<file path="src/rtl/atm_pkg.sv">
`timescale 1ns / 1ps
// ----------------------------------------------------------------------------
// atm_pkg: shared types and constants for the alpha-trimmed mean window
// Field widths, configuration register indexes, state encodings and the
// control word that steps the sorting cell chain.
// ----------------------------------------------------------------------------
package atm_pkg;

  // Field and register widths
  localparam int PIX_W       = 8;
  localparam int CODE_W      = 2;
  localparam int TRIM_W      = 6;
  localparam int CFG_IDX_W   = 1;
  localparam int CFG_DATA_W  = 6;
  localparam int SIDE_W      = 4;   // holds 3 + 2*code and any side up to 15
  localparam int D_W         = 3;   // trim amount never exceeds 5
  localparam int MAX_SIDE_DEF = 9;

  // Configuration register indexes
  localparam logic [CFG_IDX_W-1:0] CFG_WINDOW_CODE  = 1'd0;
  localparam logic [CFG_IDX_W-1:0] CFG_TRIM_REQUEST = 1'd1;

  // Top-level sequencer
  typedef enum logic [1:0] {
    ST_FILL,
    ST_DRAIN,
    ST_HAND
  } ctl_state_t;

  // Divider sequencer
  typedef enum logic [1:0] {
    DIV_IDLE,
    DIV_RUN,
    DIV_DONE
  } div_state_t;

  // Per-cycle command broadcast along the cell chain
  typedef struct packed {
    logic insert;  // place the broadcast pixel into sorted order
    logic drain;   // shift every value one cell toward cell 0
  } cell_ctrl_t;

endpackage

</file>
<file path="src/rtl/atm_cell.sv">
`timescale 1ns / 1ps
// ----------------------------------------------------------------------------
// atm_cell: one slot of the sorting chain
// Holds one pixel of the sorted window. On insert it keeps its value, takes
// the new pixel, or takes its left neighbor's value, so the chain stays in
// ascending order. On drain it takes its right neighbor's value.
// ----------------------------------------------------------------------------
module atm_cell
  import atm_pkg::*;
#(
  parameter int CNT_W = 7,
  parameter int IDX   = 0
) (
  input  logic               clk,
  input  cell_ctrl_t         ctrl,
  input  logic [CNT_W-1:0]   count,
  input  logic [PIX_W-1:0]   pixel,
  input  logic [PIX_W-1:0]   left_val,
  input  logic               left_gt,
  input  logic [PIX_W-1:0]   right_val,
  output logic [PIX_W-1:0]   val,
  output logic               gt
);

  logic occupied;
  logic tail;

  // Slot status against the current fill count
  always_comb begin
    occupied = count > CNT_W'(IDX);
    tail     = count == CNT_W'(IDX);
    gt       = occupied && (val > pixel);
  end

  // Insert or shift
  always_ff @(posedge clk) begin
    if (ctrl.drain) begin
      val <= right_val;
    end else if (ctrl.insert) begin
      if (left_gt) begin
        val <= left_val;
      end else if (gt || tail) begin
        val <= pixel;
      end
    end
  end

endmodule

</file>
<file path="src/rtl/atm_divider.sv">
`timescale 1ns / 1ps
// ----------------------------------------------------------------------------
// atm_divider: restoring divider for the trimmed sum
// The quotient is known to fit in one pixel, so one quotient bit is
// produced per cycle. The result word is held until taken.
// ----------------------------------------------------------------------------
module atm_divider
  import atm_pkg::*;
#(
  parameter int CNT_W = 7
) (
  input  logic                   clk,
  input  logic                   rst,
  input  logic                   start,
  input  logic [PIX_W+CNT_W-1:0] dividend,
  input  logic [CNT_W-1:0]       divisor,
  output logic                   start_ready,
  output logic [PIX_W-1:0]       quotient,
  output logic                   out_valid,
  input  logic                   out_ready
);

  localparam int STEP_W = $clog2(PIX_W);

  div_state_t         state;
  div_state_t         state_next;
  logic [CNT_W-1:0]   rem;
  logic [PIX_W-1:0]   qsh;
  logic [CNT_W-1:0]   dsr;
  logic [STEP_W-1:0]  step;
  logic [CNT_W:0]     trial;
  logic               ge;
  logic               last_step;

  // One restoring step
  always_comb begin
    trial     = {rem, qsh[PIX_W-1]};
    ge        = trial >= {1'b0, dsr};
    last_step = step == STEP_W'(PIX_W - 1);
  end

  // Next state
  always_comb begin
    state_next = state;
    case (state)
      DIV_IDLE: if (start) state_next = DIV_RUN;
      DIV_RUN:  if (last_step) state_next = DIV_DONE;
      DIV_DONE: if (out_ready) state_next = DIV_IDLE;
      default:  state_next = DIV_IDLE;
    endcase
  end

  // Outputs
  always_comb begin
    start_ready = state == DIV_IDLE;
    out_valid   = state == DIV_DONE;
    quotient    = qsh;
  end

  always_ff @(posedge clk) begin
    if (rst) begin
      state <= DIV_IDLE;
    end else begin
      state <= state_next;
    end
  end

  // Datapath: remainder, quotient shifter, step count
  always_ff @(posedge clk) begin
    if (state == DIV_IDLE && start) begin
      rem  <= dividend[PIX_W+CNT_W-1:PIX_W];
      qsh  <= dividend[PIX_W-1:0];
      dsr  <= divisor;
      step <= '0;
    end else if (state == DIV_RUN) begin
      rem  <= ge ? CNT_W'(trial - {1'b0, dsr}) : CNT_W'(trial);
      qsh  <= {qsh[PIX_W-2:0], ge};
      step <= step + 1'b1;
    end
  end

endmodule

</file>
<file path="src/rtl/alpha_trimmed_mean_window.sv">
`timescale 1ns / 1ps
// Sequence: pixels are taken while filling; after the window's closing pixel
// the chain drains to the accumulator, one value a cycle, then the sum is
// handed to the divider, whose result word is held until taken. The next window
// can fill while the divider works; the handoff waits until the divider is idle.
// Reset clears the fill count, sequencers and configuration; cell contents
// are left as they are and are never read before being written.
// ----------------------------------------------------------------------------
// alpha_trimmed_mean_window: trimmed mean over one square pixel window
// Pixels are insertion-sorted into a chain of cells as they arrive. When
// the window closes the chain drains through an accumulator that skips d
// values at each end, and the sum is divided by the count kept.
// ----------------------------------------------------------------------------
module alpha_trimmed_mean_window
  import atm_pkg::*;
#(
  parameter int MAX_SIDE = MAX_SIDE_DEF
) (
  input  logic                  clk,
  input  logic                  rst,
  input  logic                  cfg_write,
  input  logic [CFG_IDX_W-1:0]  cfg_index,
  input  logic [CFG_DATA_W-1:0] cfg_data,
  input  logic                  in_valid,
  output logic                  in_ready,
  input  logic [PIX_W-1:0]      pixel,
  output logic                  out_valid,
  input  logic                  out_ready,
  output logic [PIX_W-1:0]      window_mean
);

  localparam int DEPTH = MAX_SIDE * MAX_SIDE;
  localparam int CNT_W = $clog2(DEPTH + 1);
  localparam int SUM_W = PIX_W + CNT_W;

  // Configuration registers
  logic [CODE_W-1:0] window_code;
  logic [TRIM_W-1:0] trim_request;

  always_ff @(posedge clk) begin
    if (rst) begin
      window_code  <= '0;
      trim_request <= '0;
    end else if (cfg_write) begin
      case (cfg_index)
        CFG_WINDOW_CODE:  window_code  <= cfg_data[CODE_W-1:0];
        CFG_TRIM_REQUEST: trim_request <= cfg_data[TRIM_W-1:0];
        default: ;
      endcase
    end
  end

  // Window size and trim amount
  logic [SIDE_W-1:0]   side_raw;
  logic [SIDE_W-1:0]   side;
  logic [2*SIDE_W-1:0] n_full;
  logic [2*SIDE_W-1:0] half;
  logic [2*SIDE_W-1:0] lim;
  logic [2*SIDE_W-1:0] dmin;
  logic [D_W-1:0]      d;
  logic [CNT_W-1:0]    n_win;

  always_comb begin
    side_raw = SIDE_W'(3) + {1'b0, window_code, 1'b0};
    side     = (side_raw > SIDE_W'(MAX_SIDE)) ? SIDE_W'(MAX_SIDE) : side_raw;
    n_full   = (2*SIDE_W)'(side) * (2*SIDE_W)'(side);
    n_win    = CNT_W'(n_full);
    half     = (n_full - 1'b1) >> 1;
    lim      = (2*SIDE_W)'(window_code) + (2*SIDE_W)'(2);
    dmin     = (2*SIDE_W)'(trim_request);
    if (dmin > lim) dmin = lim;
    if (dmin > half) dmin = half;
    d        = D_W'(dmin);
  end

  // Sequencer registers
  ctl_state_t       state;
  ctl_state_t       state_next;
  logic [CNT_W-1:0] count;
  logic [CNT_W-1:0] len;
  logic [CNT_W-1:0] drain_idx;
  logic [SUM_W-1:0] sum;

  logic             accept;
  logic [CNT_W-1:0] count_inc;
  logic             closing;
  logic             drain_last;
  logic [CNT_W-1:0] hi;
  logic             in_span;
  logic [CNT_W-1:0] kept;
  logic             div_start;
  logic             div_start_ready;
  cell_ctrl_t       cell_ctrl;

  logic [PIX_W-1:0] cell_val [DEPTH];
  logic             cell_gt  [DEPTH];

  always_comb begin
    accept     = in_valid && in_ready;
    count_inc  = count + 1'b1;
    closing    = count_inc >= n_win;
    drain_last = drain_idx == len - 1'b1;
    hi         = len - CNT_W'(d);
    in_span    = (drain_idx >= CNT_W'(d)) && (drain_idx < hi);
    kept       = len - (CNT_W'(d) << 1);
  end

  // Next state
  always_comb begin
    state_next = state;
    case (state)
      ST_FILL:  if (accept && closing) state_next = ST_DRAIN;
      ST_DRAIN: if (drain_last) state_next = ST_HAND;
      ST_HAND:  if (div_start_ready) state_next = ST_FILL;
      default:  state_next = ST_FILL;
    endcase
  end

  // Outputs of the sequencer
  always_comb begin
    in_ready         = state == ST_FILL;
    div_start        = state == ST_HAND;
    cell_ctrl.insert = accept;
    cell_ctrl.drain  = state == ST_DRAIN;
  end

  always_ff @(posedge clk) begin
    if (rst) begin
      state <= ST_FILL;
      count <= '0;
    end else begin
      state <= state_next;
      if (accept) begin
        count <= closing ? '0 : count_inc;
      end
    end
  end

  // Drain bookkeeping and trimmed accumulation
  always_ff @(posedge clk) begin
    if (accept && closing) begin
      len       <= count_inc;
      drain_idx <= '0;
      sum       <= '0;
    end else if (state == ST_DRAIN) begin
      drain_idx <= drain_idx + 1'b1;
      if (in_span) begin
        sum <= sum + SUM_W'(cell_val[0]);
      end
    end
  end

  // Sorting cell chain
  for (genvar i = 0; i < DEPTH; i++) begin : g_cell
    logic [PIX_W-1:0] lv;
    logic             lg;
    logic [PIX_W-1:0] rv;

    if (i == 0) begin : g_head
      assign lv = '0;
      assign lg = 1'b0;
    end else begin : g_body
      assign lv = cell_val[i-1];
      assign lg = cell_gt[i-1];
    end

    if (i == DEPTH - 1) begin : g_tail
      assign rv = cell_val[i];
    end else begin : g_inner
      assign rv = cell_val[i+1];
    end

    atm_cell #(
      .CNT_W (CNT_W),
      .IDX   (i)
    ) u_cell (
      .clk       (clk),
      .ctrl      (cell_ctrl),
      .count     (count),
      .pixel     (pixel),
      .left_val  (lv),
      .left_gt   (lg),
      .right_val (rv),
      .val       (cell_val[i]),
      .gt        (cell_gt[i])
    );
  end

  // Divide the trimmed sum by the count kept
  atm_divider #(
    .CNT_W (CNT_W)
  ) u_div (
    .clk         (clk),
    .rst         (rst),
    .start       (div_start),
    .dividend    (sum),
    .divisor     (kept),
    .start_ready (div_start_ready),
    .quotient    (window_mean),
    .out_valid   (out_valid),
    .out_ready   (out_ready)
  );

  // Checks
  a_count_bound: assert property (@(posedge clk) disable iff (rst)
    state == ST_FILL |-> count < CNT_W'(DEPTH))
    else $error("fill count reached store depth");

  a_kept_nonzero: assert property (@(posedge clk) disable iff (rst)
    state == ST_HAND |-> kept != '0)
    else $error("trimmed window keeps no values");

  a_head_sorted: assert property (@(posedge clk) disable iff (rst)
    (state == ST_FILL && count >= CNT_W'(2)) |-> cell_val[0] <= cell_val[1])
    else $error("cell chain out of order");

  a_close_drains: assert property (@(posedge clk) disable iff (rst)
    (accept && closing) |=> (state == ST_DRAIN && count == '0))
    else $error("closing pixel did not start drain");

endmodule
</file>
<file path="config.mk">
export PLATFORM = sky130hd
export DESIGN_NAME = alpha_trimmed_mean_window
export DESIGN_NICKNAME = d
export VERILOG_FILES = /design/src/rtl/atm_pkg.sv /design/src/rtl/atm_cell.sv /design/src/rtl/atm_divider.sv /design/src/rtl/alpha_trimmed_mean_window.sv
export SDC_FILE = /design/constraint.sdc
export NUM_CORES = 2
export LEC_CHECK = 0
export ABC_AREA = 1
export BUFFER_PORTS_ARGS = -buffer_cell sky130_fd_sc_hd__buf_2
export CORE_MARGIN = 2
export CORE_UTILIZATION = 45
export CTS_CLUSTER_DIAMETER = 30
export DETAILED_ROUTE_END_ITERATION = 7
export GPL_TIMING_DRIVEN = 0
export PLACE_DENSITY = 0.64
export SYNTH_ARGS = -nofsm -noshare
export SYNTH_HDL_FRONTEND = slang
export SYNTH_SLANG_ARGS = --single-unit
</file>
<file path="constraint.sdc">
create_clock -name clk -period 6.6 [get_ports clk]
set_input_delay 1.32 -clock clk [delete_from_list [all_inputs] [get_ports clk]]
set_output_delay 1.32 -clock clk [all_outputs]
set_load 0.01 [all_outputs]
</file>
==> flow_summary.html <==
<table>
<tr><th>Metric</th><th>Value</th></tr>
<tr><th colspan="2">Detailed routing</th></tr>
<tr><td>Ratio of routed vias to standard cells</td><td>6.09</td></tr>
<tr><td>TritonRoute pass-1 iters</td><td>6</td></tr>
<tr><td>Remaining number of nets flagged by the antenna check after routing</td><td>0</td></tr>
<tr><td>Starting DRT DRC Count</td><td>6097</td></tr>
<tr><td>Drc violations</td><td>0</td></tr>
<tr><td>Routed via count</td><td>51623</td></tr>
<tr><td>Routed len/inst</td><td>23.0 um</td></tr>
<tr><td>Overall routed net length</td><td>195000 um</td></tr>
<tr><th colspan="2">CTS</th></tr>
<tr><td>Number of CTS-inserted buffers</td><td>195</td></tr>
<tr><td>Clk Tree Root Cell</td><td>clkbuf_16</td></tr>
<tr><td>Number of buffers on the longest clock path</td><td>3</td></tr>
<tr><td>Clk pin slew, worst setup/hold paths</td><td>0.05 ns</td></tr>
<tr><td>Source-to-sink clock delay at the later pin of the worst-skew pair</td><td>0.81 ns</td></tr>
<tr><td>Post-CTS Repair Setup Buffers</td><td>0</td></tr>
<tr><td>Post-cts repair resize count</td><td>0</td></tr>
<tr><td>TritonCTS clock tree</td><td>built</td></tr>
<tr><td>Hold-fix buffers at CTS</td><td>0</td></tr>
<tr><td>CTS H-tree depth</td><td>4</td></tr>
<tr><td>Clock sink count</td><td>721</td></tr>
<tr><th colspan="2">Synth</th></tr>
<tr><td>Most instantiated flip-flop cell in the synthesis netlist</td><td>edfxtp_1</td></tr>
<tr><td>Post-synth EDFFs</td><td>677</td></tr>
<tr><td>Sequential-to-total area share from yosys stat</td><td>39.8%</td></tr>
<tr><td>Mapped cell area</td><td>53300 um^2</td></tr>
<tr><td>Distinct cell type count after synthesis</td><td>60</td></tr>
<tr><td>Fraction of post-synthesis cell area in the top cell type by area</td><td>38.2%</td></tr>
<tr><td>Area leader, netlist</td><td>edfxtp_1</td></tr>
<tr><td>Dominant cells by area after synthesis</td><td>edfxtp_1 (38%), ha_1 (16%), o21ai_0 (12%), nand2_1 (12%), a21oi_1 (4.4%)</td></tr>
<tr><td>Mean cell area of the mapped netlist</td><td>8.16 um^2</td></tr>
<tr><td>Cells after Synth</td><td>6532</td></tr>
<tr><td>Number of flip-flops and latches in the synthesized netlist</td><td>721</td></tr>
<tr><td>Number of warnings issued by yosys</td><td>0</td></tr>
<tr><td>Proportion of synthesized flip-flops having asynchronous set or reset</td><td>0%</td></tr>
<tr><th colspan="2">Setup path</th></tr>
<tr><td>Crit Reg-Reg Startpoint</td><td>window_code[1]</td></tr>
<tr><td>Reg2reg end</td><td>sum[10]</td></tr>
<tr><td>Category of the worst setup path capture point</td><td>flip-flop</td></tr>
<tr><td>Setup CP Type</td><td>flip-flop to flip-flop</td></tr>
<tr><td>Worst path max stage delay</td><td>0.41 ns</td></tr>
<tr><td>Data required time at the worst endpoint</td><td>7.32 ns</td></tr>
<tr><td>Crit path max-delay cell type</td><td>dfxtp_1</td></tr>
<tr><td>R2r setup slk</td><td>1.13 ns</td></tr>
<tr><td>Maximum net fanout on the critical path</td><td>10</td></tr>
<tr><td>Worst Reg-to-Reg Cells</td><td>29</td></tr>
<tr><td>Sort of element at the start of the critical path</td><td>flip-flop</td></tr>
<tr><td>Data arrival at the endpoint of the critical path</td><td>6.20 ns</td></tr>
<tr><th colspan="2">Layout</th></tr>
<tr><td>Fill cell instance count of the final layout</td><td>10841</td></tr>
<tr><td>Final non-filler cell area</td><td>62500 um^2</td></tr>
<tr><td>Ratio of cells with drive above 1 in the final layout</td><td>7.11%</td></tr>
<tr><td>Post-route non-filler standard cell count</td><td>8471</td></tr>
<tr><td>Layout Nets</td><td>7493</td></tr>
<tr><td>Layout-stage area growth over the synthesis result</td><td>17.3%</td></tr>
<tr><th colspan="2">GRT</th></tr>
<tr><td>Number of global-route vias before repair</td><td>49093</td></tr>
<tr><td>Antenna violations before repair</td><td>8</td></tr>
<tr><td>Pin count of the biggest net entering global routing</td><td>49</td></tr>
<tr><td>All-Layer GR Usage</td><td>31.5%</td></tr>
<tr><td>First-pass GRT wire length</td><td>292000 um</td></tr>
<tr><td>GRT Residual Overflow</td><td>0</td></tr>
<tr><th colspan="2">STA</th></tr>
<tr><td>Worst rel slew slack</td><td>-3.72%</td></tr>
<tr><td>Crit share post-route</td><td>82.9%</td></tr>
<tr><td>Final worst slack</td><td>1.13 ns</td></tr>
<tr><td>Min Clock Period, post-route</td><td>5.47 ns</td></tr>
<tr><td>Max Clock Freq</td><td>183 MHz</td></tr>
<tr><td>Setup repair after global routing missed its margin</td><td>no</td></tr>
<tr><td>Clock Skews</td><td>0.0221 ns</td></tr>
<tr><td>Final setup violation count</td><td>0</td></tr>
<tr><td>Final-report hold violation count</td><td>0</td></tr>
<tr><td>Worst Max-Slew Pin Slew</td><td>1.56 ns</td></tr>
<tr><td>Final Max Tran Viols</td><td>22</td></tr>
<tr><th colspan="2">Pwr</th></tr>
<tr><td>Clock network power share</td><td>51.3%</td></tr>
<tr><td>Net Switching</td><td>5750 uW</td></tr>
<tr><td>LEAKAGE</td><td>0.0261 uW</td></tr>
<tr><td>Design internal power</td><td>13400 uW</td></tr>
<tr><td>Flop pwr share</td><td>31.0%</td></tr>
<tr><td>Combinational share of power</td><td>17.7%</td></tr>
<tr><td>Power density over the cells</td><td>306 nW/um^2</td></tr>
<tr><td>Net Sw Frac</td><td>30.0%</td></tr>
<tr><td>Maximum resistive drop on vdd</td><td>0.299 mV</td></tr>
<tr><th colspan="2">Place</th></tr>
<tr><td>Post-placement worst setup slack</td><td>0.799 ns</td></tr>
<tr><td>Total placed cells including tap cells</td><td>8112</td></tr>
<tr><td>Number of input and output port buffers inserted</td><td>28</td></tr>
<tr><td>Half-perimeter wire length after placement</td><td>141000 um</td></tr>
<tr><td>Placed cell area</td><td>55800 um^2</td></tr>
<tr><td>Placer's final routability congestion estimate</td><td>0.967</td></tr>
<tr><th colspan="2">Floorplanning</th></tr>
<tr><td>Die area</td><td>121000 um^2</td></tr>
<tr><td>Chip height</td><td>348 um</td></tr>
<tr><td>Count of pins on the block boundary</td><td>30</td></tr>
<tr><td>Die W</td><td>348 um</td></tr>
<tr><td>Starting density of the core</td><td>45.2%</td></tr>
<tr><td>Rows</td><td>126</td></tr>
<tr><td>Area of the placeable core</td><td>118000 um^2</td></tr>
<tr><th colspan="2">Status</th></tr>
<tr><td>Failing checks</td><td>capacitance limit, slew limit</td></tr>
<tr><td>Result of the run</td><td>complete, but fails checks</td></tr>
<tr><th colspan="2">Hold path</th></tr>
<tr><td>Worst Hold Path EP</td><td>u_div.step[2]</td></tr>
<tr><td>Kind of path behind the tightest hold check</td><td>flip-flop to flip-flop</td></tr>
<tr><td>Start point of the worst hold path</td><td>u_div.step[2]</td></tr>
<tr><td>Worst Hold Depth</td><td>2</td></tr>
<tr><th colspan="2">Run</th></tr>
<tr><td>Number of violations of the max-capacitance limit</td><td>2</td></tr>
</table>
==> logic make-up (layout without fill, tap and decap cells) <==
logic type | count (synthesis) | after routing | synth area share, %
other | 1 | 7 | 0.00704
flip-flops | 721 | 721 | 39.8
AND/OR/NAND/NOR | 2155 | 2155 | 16.0
XOR/XNOR | 38 | 38 | 0.625
buffers and inverters | 804 | 1201 | 5.88
adder cells (fa/ha/maj) | 700 | 700 | 16.5
AO/OA/AOI/OAI | 2113 | 2113 | 21.2
==> worst max-delay path: cells and delay by family, from the launching register on <==
family	cells	cell delay, ns
and+or+nand+nor	7	1.25
buffers and inverters	6	0.70
adders and majority gates	5	1.25
xor gates and xnor gates	1	0.17
DFF	1	0.41
AOI/OAI and AO/OA	10	1.63
==> cell usage in the layout, fill, tap and decap left out, types with 5 or more instances in the layout <==
| cell | n |
|---|---|
| a221oi_1 | 14 |
| o31ai_1 | 9 |
| o21a_1 | 42 |
| o211ai_1 | 73 |
| nand2_1 | 1642 |
| clkinvlp_4 | 24 |
| nand3_1 | 149 |
| nor2_2 | 10 |
| buf_16 | 12 |
| clkbuf_4 | 7 |
| a31oi_1 | 76 |
| nand2_2 | 6 |
| xnor2_1 | 13 |
| nand4_1 | 30 |
| inv_1 | 458 |
| clkbuf_16 | 198 |
| a211oi_1 | 5 |
| inv_6 | 7 |
| clkinv_4 | 8 |
| o21ai_1 | 112 |
| dfxtp_1 | 44 |
| o21bai_1 | 16 |
| buf_4 | 5 |
| o221ai_1 | 12 |
| a311oi_2 | 6 |
| clkinv_2 | 27 |
| bufinv_16 | 33 |
| ha_1 | 698 |
| nor3_1 | 32 |
| xor2_1 | 25 |
| edfxtp_1 | 677 |
| buf_2 | 89 |
| clkinv_1 | 24 |
| inv_2 | 26 |
| clkbuf_1 | 238 |
| a21oi_1 | 468 |
| buf_1 | 27 |
| o21ai_0 | 1257 |
| nor2_1 | 264 |
==> sequential cells by signal, indices dropped and copies added, names as in the netlist <==
register	flops
g_cell.u_cell.val	648
sum	15
u_div.quotient	8
count	7
drain_idx	7
len	7
u_div.dsr	7
u_div.rem	7
trim_request	6
u_div.step	3
state	2
u_div.state	2
window_code	2
==> per-stage QoR <==
| step | hold slack (ns) | power (uW) | util, % | setup TNS, ns |
|---|---|---|---|---|
| 5_1_grt | 0.502 | 19800 | 53.1 | 0 |
| 2_1_floorplan | 0.449 | 8040 | - | 0 |
| 3_5_place_dp | 0.472 | 9270 | 47.3 | 0 |
| 4_1_cts | 0.478 | 19000 | 53.1 | 0 |
| 6_report | 0.480 | 19100 | 53.1 | 0 |
| 3_3_place_gp | 0.459 | 9160 | 47.0 | -4140.49 |
==> per-layer routing <==
metal | part of all wire [%] | up-vias | global-route usage, % | wire length [um]
met4 | 5.5 | 6 | 16.4 | 10600
li1 | - | 23642 | - | -
met1 | 40 | 24385 | 40.6 | 77300
met3 | 11 | 668 | 7.92 | 22100
met5 | 0.023 | - | 0 | 44
met2 | 44 | 2922 | 48.7 | 85000
==> power by group through the flow <==
stage	Clock, uW	Sequential [uW]	Combinational, uW
finish	9810	5940	3390
global route	10100	5960	3770
CTS	9810	5920	3300
detailed placement	0	6000	3270
global placement	0	5990	3160
floorplan	0	5840	2200
==> layout make-up <==
class | instances | area [um^2] | area share, %
inverters | 486 | 1830 | 2.93
clock buffers | 227 | 5100 | 8.17
clock inverters | 128 | 1630 | 2.61
multi-input cells | 5009 | 28900 | 46.3
flip-flops and latches | 721 | 21200 | 33.9
repair buffers | 42 | 517 | 0.827
plain buffers | 318 | 1330 | 2.13
diodes | 4 | 10.0 | 0.0160
well taps | 1536 | 1920 | 3.07
==> cells in the mapped netlist (26+ instances only) <==
master / n
inv_2: 26
buf_2: 62
buf_1: 27
nor3_1: 32
dfxtp_1: 44
nand2_1: 1642
inv_1: 458
edfxtp_1: 677
a21oi_1: 468
a31oi_1: 76
o21a_1: 42
clkbuf_1: 222
o21ai_1: 112
ha_1: 698
nand4_1: 30
nand3_1: 149
nor2_1: 264
o211ai_1: 73
o21ai_0: 1257
==> how the worst max path moves through the flow <==
stage,startpoint,endpoint,slack [ns],depth (start not counted)
5_1_grt,window_code[1],sum[4],0.60,30
6_report,window_code[1],sum[10],1.13,29
3_5_place_dp,pixel[5],g_cell[40].u_cell.val[2],0.80,13
3_3_place_gp,pixel[4],g_cell[40].u_cell.val[1],-3.86,12
2_1_floorplan,pixel[3],g_cell[27].u_cell.val[0],0.66,12
4_1_cts,window_code[1],sum[6],1.16,30
No activity file was read; power rests on OpenSTA's default activity.
